$ cat src/hdl/swa_pkg.sv
// Package for the sliding window average core.
// Holds the controller state type, the command/status structs and fixed widths.
// No dependencies.
`default_nettype none

package swa_pkg;

  localparam int unsigned WS_W   = 6;   // window size register
  localparam int unsigned OUT_W  = 24;  // average, Q8
  localparam int unsigned FRAC_W = 8;

  typedef enum logic [2:0] {
    ST_IDLE,
    ST_UPD,
    ST_DIV,
    ST_OUT
  } swa_state_e;

  typedef struct packed {
    logic accept;    // take the input beat, read oldest ring slot
    logic update;    // write ring, update sum / fill / pointer
    logic div_load;  // load divider from new sum
    logic div_step;  // one restoring divide step
    logic out_load;  // move quotient into output register
  } swa_cmd_t;

  typedef struct packed {
    logic emit;      // window full after this sample
    logic div_done;
    logic out_free;  // output register empty or being drained
  } swa_status_t;

endpackage

`default_nettype wire

$ cat src/hdl/sliding_window_average_core.sv
// Boxcar moving average of signed samples, mean in Q8, truncated toward zero.
// Per beat: accept, ring update, and once the window is full a restoring
//   divide and output load, which waits while the output is still held.
// A new beat is taken only after the previous one is done; the divider is
//   bit-serial (one quotient bit per cycle).
// Reset: async active low; window size 1, sum/fill/pointer zero, ring undefined.
`default_nettype none

module sliding_window_average_core #(
  parameter int unsigned MAX_WINDOW  = 32,
  parameter int unsigned SAMPLE_BITS = 16
) (
  input  wire                                clk_i,
  input  wire                                rst_ni,
  input  wire                                cfg_we_i,
  input  wire  [swa_pkg::WS_W-1:0]           cfg_wdata_i,   // window_size
  input  wire                                s_axis_tvalid_i,
  output logic                               s_axis_tready_o,
  input  wire  [((SAMPLE_BITS+7)/8)*8-1:0]   s_axis_tdata_i, // [SAMPLE_BITS-1:0] sample
  input  wire                                s_axis_tuser_i, // start_of_series
  output logic                               m_axis_tvalid_o,
  input  wire                                m_axis_tready_i,
  output logic [swa_pkg::OUT_W-1:0]          m_axis_tdata_o  // [23:0] average_q8
);
  import swa_pkg::*;

  swa_cmd_t    cmd;
  swa_status_t status;

  swa_ctrl u_ctrl (
    .clk_i      (clk_i),
    .rst_ni     (rst_ni),
    .in_valid_i (s_axis_tvalid_i),
    .in_ready_o (s_axis_tready_o),
    .status_i   (status),
    .cmd_o      (cmd)
  );

  swa_dp #(
    .MAX_WINDOW  (MAX_WINDOW),
    .SAMPLE_BITS (SAMPLE_BITS)
  ) u_dp (
    .clk_i       (clk_i),
    .rst_ni      (rst_ni),
    .cfg_we_i    (cfg_we_i),
    .cfg_wdata_i (cfg_wdata_i),
    .sample_i    (s_axis_tdata_i[SAMPLE_BITS-1:0]),
    .start_i     (s_axis_tuser_i),
    .cmd_i       (cmd),
    .status_o    (status),
    .out_ready_i (m_axis_tready_i),
    .out_valid_o (m_axis_tvalid_o),
    .out_data_o  (m_axis_tdata_o)
  );

endmodule

`default_nettype wire

$ cat src/hdl/swa_ctrl.sv
// Controller FSM for the sliding window average core.
// Sequences accept, update, divide and output load. Depends on swa_pkg.
`default_nettype none

module swa_ctrl (
  input  wire                  clk_i,
  input  wire                  rst_ni,
  input  wire                  in_valid_i,
  output logic                 in_ready_o,
  input  swa_pkg::swa_status_t status_i,
  output swa_pkg::swa_cmd_t    cmd_o
);
  import swa_pkg::*;

  swa_state_e state_q, state_d;

  always_ff @(posedge clk_i or negedge rst_ni) begin
    if (!rst_ni) begin
      state_q <= ST_IDLE;
    end else begin
      state_q <= state_d;
    end
  end

  always_comb begin
    state_d = state_q;
    case (state_q)
      ST_IDLE: begin
        if (in_valid_i) state_d = ST_UPD;
      end
      ST_UPD: begin
        state_d = status_i.emit ? ST_DIV : ST_IDLE;
      end
      ST_DIV: begin
        if (status_i.div_done) state_d = ST_OUT;
      end
      ST_OUT: begin
        if (status_i.out_free) state_d = ST_IDLE;
      end
      default: state_d = ST_IDLE;
    endcase
  end

  always_comb begin
    cmd_o      = '0;
    in_ready_o = 1'b0;
    case (state_q)
      ST_IDLE: begin
        in_ready_o   = 1'b1;
        cmd_o.accept = in_valid_i;
      end
      ST_UPD: begin
        cmd_o.update   = 1'b1;
        cmd_o.div_load = status_i.emit;
      end
      ST_DIV: begin
        cmd_o.div_step = 1'b1;
      end
      ST_OUT: begin
        cmd_o.out_load = status_i.out_free;
      end
      default: begin
        cmd_o = '0;
      end
    endcase
  end

endmodule

`default_nettype wire

$ cat src/hdl/swa_dp.sv
// Datapath for the sliding window average core: sample ring, running sum,
// fill count, bit-serial divider and output register. Depends on swa_pkg.
`default_nettype none

module swa_dp #(
  parameter int unsigned MAX_WINDOW  = 32,
  parameter int unsigned SAMPLE_BITS = 16
) (
  input  wire                          clk_i,
  input  wire                          rst_ni,
  input  wire                          cfg_we_i,
  input  wire  [swa_pkg::WS_W-1:0]     cfg_wdata_i,
  input  wire  [SAMPLE_BITS-1:0]       sample_i,
  input  wire                          start_i,
  input  swa_pkg::swa_cmd_t            cmd_i,
  output swa_pkg::swa_status_t         status_o,
  input  wire                          out_ready_i,
  output logic                         out_valid_o,
  output logic [swa_pkg::OUT_W-1:0]    out_data_o
);
  import swa_pkg::*;

  localparam int unsigned PTR_W = $clog2(MAX_WINDOW);
  localparam int unsigned IW    = (PTR_W + 1 > WS_W) ? PTR_W + 1 : WS_W;
  localparam int unsigned SUM_W = SAMPLE_BITS + PTR_W;
  localparam int unsigned N     = SUM_W + FRAC_W;
  localparam int unsigned CNT_W = $clog2(N + 1);
  localparam int unsigned QX_W  = ((N > OUT_W) ? N : OUT_W) + 1;

  logic [SAMPLE_BITS-1:0] ring [MAX_WINDOW];

  logic [WS_W-1:0]        ws_q;
  logic [IW-1:0]          fill_q, fill_d;
  logic [SUM_W-1:0]       sum_q, sum_d;
  logic [PTR_W-1:0]       wp_q;
  logic [SAMPLE_BITS-1:0] smp_q, rd_q;
  logic [N-1:0]           dvd_q;
  logic [WS_W-1:0]        rem_q, dvs_q;
  logic                   neg_q;
  logic [CNT_W-1:0]       cnt_q;
  logic                   out_valid_q;
  logic [OUT_W-1:0]       out_q, res;

  logic [IW-1:0]    eff_w;
  logic [IW-1:0]    wp_x, old_x;
  logic [PTR_W-1:0] old_addr, wp_inc;
  logic             full;
  logic [SUM_W-1:0] smp_x, old_sx, mag;
  logic [WS_W:0]    rem_sh, trial;
  logic             ge;
  logic [QX_W-1:0]  qx;

  // effective window: zero reads as one, clipped at MAX_WINDOW
  always_comb begin
    if (ws_q == '0) begin
      eff_w = IW'(1);
    end else if (IW'(ws_q) > IW'(MAX_WINDOW)) begin
      eff_w = IW'(MAX_WINDOW);
    end else begin
      eff_w = IW'(ws_q);
    end
  end

  always_comb begin
    wp_x = IW'(wp_q);
    if (wp_x >= eff_w) begin
      old_x = wp_x - eff_w;
    end else begin
      old_x = wp_x + IW'(MAX_WINDOW) - eff_w;
    end
    old_addr = old_x[PTR_W-1:0];
    wp_inc   = (wp_x == IW'(MAX_WINDOW - 1)) ? '0 : wp_q + PTR_W'(1);
  end

  always_comb begin
    full   = (fill_q >= eff_w);
    smp_x  = {{(SUM_W-SAMPLE_BITS){smp_q[SAMPLE_BITS-1]}}, smp_q};
    old_sx = full ? {{(SUM_W-SAMPLE_BITS){rd_q[SAMPLE_BITS-1]}}, rd_q} : '0;
    sum_d  = sum_q - old_sx + smp_x;
    fill_d = full ? fill_q : fill_q + IW'(1);
    mag    = sum_d[SUM_W-1] ? (~sum_d + SUM_W'(1)) : sum_d;
  end

  // restoring divide step, quotient bits shift into the dividend register
  always_comb begin
    rem_sh = {rem_q, dvd_q[N-1]};
    trial  = rem_sh - {1'b0, dvs_q};
    ge     = ~trial[WS_W];
  end

  // sign restore and saturation to the output range
  always_comb begin
    qx = QX_W'(dvd_q);
    if (neg_q) begin
      if (qx > QX_W'(2 ** (OUT_W - 1))) begin
        res = {1'b1, {(OUT_W-1){1'b0}}};
      end else begin
        res = ~qx[OUT_W-1:0] + OUT_W'(1);
      end
    end else begin
      if (qx > QX_W'(2 ** (OUT_W - 1) - 1)) begin
        res = {1'b0, {(OUT_W-1){1'b1}}};
      end else begin
        res = qx[OUT_W-1:0];
      end
    end
  end

  always_ff @(posedge clk_i) begin
    if (cmd_i.accept) begin
      smp_q <= sample_i;
      rd_q  <= ring[old_addr];
    end
    if (cmd_i.update) begin
      ring[wp_q] <= smp_q;
    end
  end

  always_ff @(posedge clk_i) begin
    if (cmd_i.div_load) begin
      dvd_q <= {mag, {FRAC_W{1'b0}}};
      rem_q <= '0;
      dvs_q <= WS_W'(eff_w);
      neg_q <= sum_d[SUM_W-1];
    end else if (cmd_i.div_step && cnt_q != '0) begin
      dvd_q <= {dvd_q[N-2:0], ge};
      rem_q <= ge ? trial[WS_W-1:0] : rem_sh[WS_W-1:0];
    end
    if (cmd_i.out_load) begin
      out_q <= res;
    end
  end

  always_ff @(posedge clk_i or negedge rst_ni) begin
    if (!rst_ni) begin
      ws_q        <= WS_W'(1);
      fill_q      <= '0;
      sum_q       <= '0;
      wp_q        <= '0;
      cnt_q       <= '0;
      out_valid_q <= 1'b0;
    end else begin
      if (cfg_we_i) begin
        ws_q   <= cfg_wdata_i;
        fill_q <= '0;
        sum_q  <= '0;
      end else if (cmd_i.accept && start_i) begin
        fill_q <= '0;
        sum_q  <= '0;
      end else if (cmd_i.update) begin
        fill_q <= fill_d;
        sum_q  <= sum_d;
      end
      if (cmd_i.update) begin
        wp_q <= wp_inc;
      end
      if (cmd_i.div_load) begin
        cnt_q <= CNT_W'(N);
      end else if (cmd_i.div_step && cnt_q != '0) begin
        cnt_q <= cnt_q - CNT_W'(1);
      end
      if (cmd_i.out_load) begin
        out_valid_q <= 1'b1;
      end else if (out_ready_i) begin
        out_valid_q <= 1'b0;
      end
    end
  end

  always_comb begin
    status_o.emit     = (fill_d >= eff_w);
    status_o.div_done = (cnt_q == '0);
    status_o.out_free = ~out_valid_q | out_ready_i;
  end

  assign out_valid_o = out_valid_q;
  assign out_data_o  = out_q;

endmodule

`default_nettype wire
$ cat config.mk
export PLATFORM = sky130hd
export DESIGN_NAME = sliding_window_average_core
export DESIGN_NICKNAME = d
export VERILOG_FILES = /design/src/hdl/swa_pkg.sv /design/src/hdl/sliding_window_average_core.sv /design/src/hdl/swa_ctrl.sv /design/src/hdl/swa_dp.sv
export SDC_FILE = /design/constraint.sdc
export NUM_CORES = 1
export LEC_CHECK = 0
export BUFFER_PORTS_ARGS = -buffer_cell sky130_fd_sc_hd__buf_4
export CAP_MARGIN = 10
export CORE_UTILIZATION = 45
export DETAILED_ROUTE_END_ITERATION = 10
export GPL_ROUTABILITY_DRIVEN = 1
export SYNTH_ARGS = -nofsm -noshare
export SYNTH_HDL_FRONTEND = slang
export SYNTH_SLANG_ARGS = --single-unit
$ cat constraint.sdc
create_clock -name clk_i -period 7.1 [get_ports clk_i]
set_input_delay 0 -clock clk_i [delete_from_list [all_inputs] [get_ports clk_i]]
set_output_delay 0 -clock clk_i [all_outputs]
set_load 0.1 [all_outputs]
==> reports/metrics.yaml <==
run_status:
  outcome: "complete, no violations"
grt:
  antenna_found_initial: 1
  grt_use_total_pct: 20.87
  grt_max_degree: 56
  grt_pass1_wl_um: 99050
  grt_pass1_vias: 16110
  overflow: 0
drt:
  via_count: 15600
  drt-vias-per-instance: 5.662
  first_pass_iters: 5
  drc_errors: 0
  drtIter0Drc: 1193
  wire_per_inst_um: 23.84
  drt-total-wl_um: 65680
  final_antenna_net_count: 0
worst_setup_path:
  cp.arrival_ps: 6920
  worstSetupPathType: "reg -> reg"
  crit_family: "compound AO/OA/AOI/OAI gates"
  cp_common_cell: "a21o_1"
  path_buf_inv: 2
  cp_slowest_cell: "or4_1"
  cp-end-kind: "flip-flop"
  max_stage_delay_ps: 550
  crit_chain: "nor4_1 > nor2_1 > nor2_1 > ha_1 > nand2b_1 > a21o_1 > a21o_1 > a21o_1 > a21o_1 > a21oi_2 > buf_4 > nor2b_1 > fa_1 > inv_1 > ha_1 > nand4_1 > or4_1 > a31oi_1 > o21a_1 > o2bb2ai_1 > nor4_2 > a41oi_1 > xnor2_1 > a22o_1"
  crit_required_ps: 7460
  start_kind: "flip-flop"
  cp_max_fo: 16
clock_tree:
  cts.sinks: 656
  cts_max_level: 3
  postCtsSetupBuffers: 0
  clk_latency_ps: 610
  cts_tree: "yes"
  cts_buffer_depth: 3
  path_clk_slew_ps: 60
  numCtsBuffers: 70
  cts-root-buf: "clkbuf_16"
layout:
  ff_latch_area_mm2: 0.01933
  fillers: 5117
  layout_commonest_cell: "edfxtp_1"
  fin_util_pct: 52.49
  fin_nets: 1962
  drive_gt1_share_pct: 23.83
  multiInputGateArea_mm2: 0.008801
  final_cell_mix: "edfxtp_1 (596), mux4_2 (160), inv_1 (113)"
  syn_to_final_growth_pct: 15.11
  diodes: 0
synth:
  seq_area_frac_synth_pct: 67.20
  yosysTopAreaCellShare_pct: 62.22
  synth_largest_area_cell: "edfxtp_1"
  yosysUniqueCellTypes: 79
  synth.avg_cell_area_um2: 16.75
  synth_fp_nets: 1822
  synth_edf_count: 596
  synth_cells: 1717
  yosysWarningCount: 0
  synthTopCellsByArea: "edfxtp_1 (62%), mux4_2 (13%), dfrtp_1 (3.9%), ha_1 (2.4%), fa_1 (1.5%)"
  ys_ff_latch: 656
  netlist_area_mm2: 0.02877
  ys.flop_type: "edfxtp_1"
  ys_async_sr_fraction_pct: 7.012
die:
  die_w_um: 254.8
  die_h_um: 254.8
  dieArea_mm2: 0.06494
  row_count: 92
  initial_utilization_pct: 45.60
  io_pins: 54
  core_mm2: 0.06308
job:
  maxCapViolCount: 0
timing:
  fin_crit_ps: 6560
  final_hold_viol_count: 0
  tns_ps: 0
  setup_viol: 0
  slew_violations: 0
  fmax_ghz: 0.1524
  rsz0062_at_grt: "no"
  worst_pin_slew_ps: 1218
  post-route-period-util_pct: 92.39
  fin_hold_ws_ps: 58.06
  slew_headroom_pct: 18.82
  final.setup_skew_ps: 35.52
power:
  p_per_area_mw_per_mm2: 468.4
  max-vdd-ir-drop_uv: 271.8
  p_leak_nw: 11.41
placed_design:
  gp_congestion: 0.8646
  hpwl_um: 40430
  port_buffers: 53
min_path:
  hold_path_class: "in -> reg"
## report_power, final
group | switching [W] | leakage, nW | internal [W]
clock | 0.00147 | 1.11 | 0.00215
sequential | 0.000265 | 6.09 | 0.00485
combinational | 0.00389 | 4.21 | 0.00288
total | 0.00562 | 11.4 | 0.00989
## cells in the mapped netlist (6+ instances only)
cell      instances
mux2_2           22
o21ai_1           6
nor2b_1          22
and2_1            8
dfrtp_1          45
edfxtp_1        596
buf_1            10
a31oi_1          11
a21o_1           17
a21oi_1          44
nand3_1          16
dfxtp_1          14
ha_1             55
xor2_1           21
nand3b_1          6
xnor2_1          30
nor2_1           80
o22ai_1           6
and3_1           11
mux4_2          160
a211oi_1          6
o311ai_1         11
nand4_1          11
or3_1            11
clkbuf_1         61
fa_1             22
o21ai_0          57
o31ai_1           8
nand2_1          99
nand2b_1         11
inv_1           113
a22o_1           28
nor3_1           11
o22a_1            6
## final cells by class
class                      count  share of cell area (%)
sequential                   656                   58.38
inverter                     114                   1.292
clock buffer                  88                   5.623
tap                          846                   3.197
multi-input combinational    869                   26.58
timing repair buffer         146                   3.703
clock inverter                36                   1.228
## flip-flops by register name (all words and copies together), names as in the netlist
signal	flops
u_dp.dvs_q	6
u_dp.out_data_o	24
u_dp.sum_q	21
u_ctrl.state_q	2
u_dp.wp_q	5
u_dp.smp_q	16
u_dp.out_valid_o	1
u_dp.rd_q	16
u_dp.neg_q	1
u_dp.rem_q	6
u_dp.dvd_q	29
u_dp.fill_q	6
u_dp.cnt_q	5
u_dp.ring	512
u_dp.ws_q	6
## metrics by stage
step / instance area [um2] / total power, W / std cells / setup WS (ps)
3_5_place_dp: 30470 / 0.01200 / 2596 / 462.5
5_1_grt: 33110 / 0.01633 / 2755 / 59.48
4_1_cts: 33110 / 0.01566 / 2755 / 394.5
6_report: 33110 / 0.01551 / 2755 / 540.3
3_3_place_gp: 30470 / 0.01190 / 2596 / 590.1
2_1_floorplan: 28770 / 0.01005 / 1717 / 1198
## kinds of logic after synthesis
kind of cell,Yosys count,synth area share [%]
flops,656,67.20
xor+xnor,51,1.553
buf+inv,192,2.727
mux,187,13.56
compound gates,237,5.541
fa+ha+maj,77,3.923
simple gates,317,5.498
## final timing paths
| check | start | to | slack (ps) | cells past startpoint |
|---|---|---|---|---|
| max in group asynchronous | rst_ni | u_dp.sum_q[2] | 6280 | 4 |
| hold reg to reg | u_dp.ws_q[5] | u_dp.dvs_q[5] | 480 | 0 |
| hold / removal | cfg_we_i | u_dp.fill_q[3] | 60 | 4 |
| setup reg to reg | u_dp.ws_q[4] | u_dp.dvd_q[27] | 540 | 24 |
| min in group asynchronous | rst_ni | u_dp.sum_q[9] | 360 | 3 |
| setup / recovery | u_dp.ws_q[4] | u_dp.dvd_q[27] | 540 | 24 |
## timing repair
item                                   in CTS  in global routing
setup endpoints to repair                   0                  1
gates resized for setup                     0                  1
hold buffers                               35                  0
endpoints found under the hold margin      83                  0
## layer usage
layer	track usage (%)	up-vias	wire, um
li1	-	6991	-
met2	35.14	415	32360
met3	2.949	116	2908
met4	6.108	0	1558
met5	0	-	0
met1	28.31	8078	28850
## tightest hold or removal path: stages
cell	delay, ps
buf_4	180
nor2_1	250
nand2_1	130
o21ai_0	60
No activity file was read; power rests on OpenSTA's default activity.
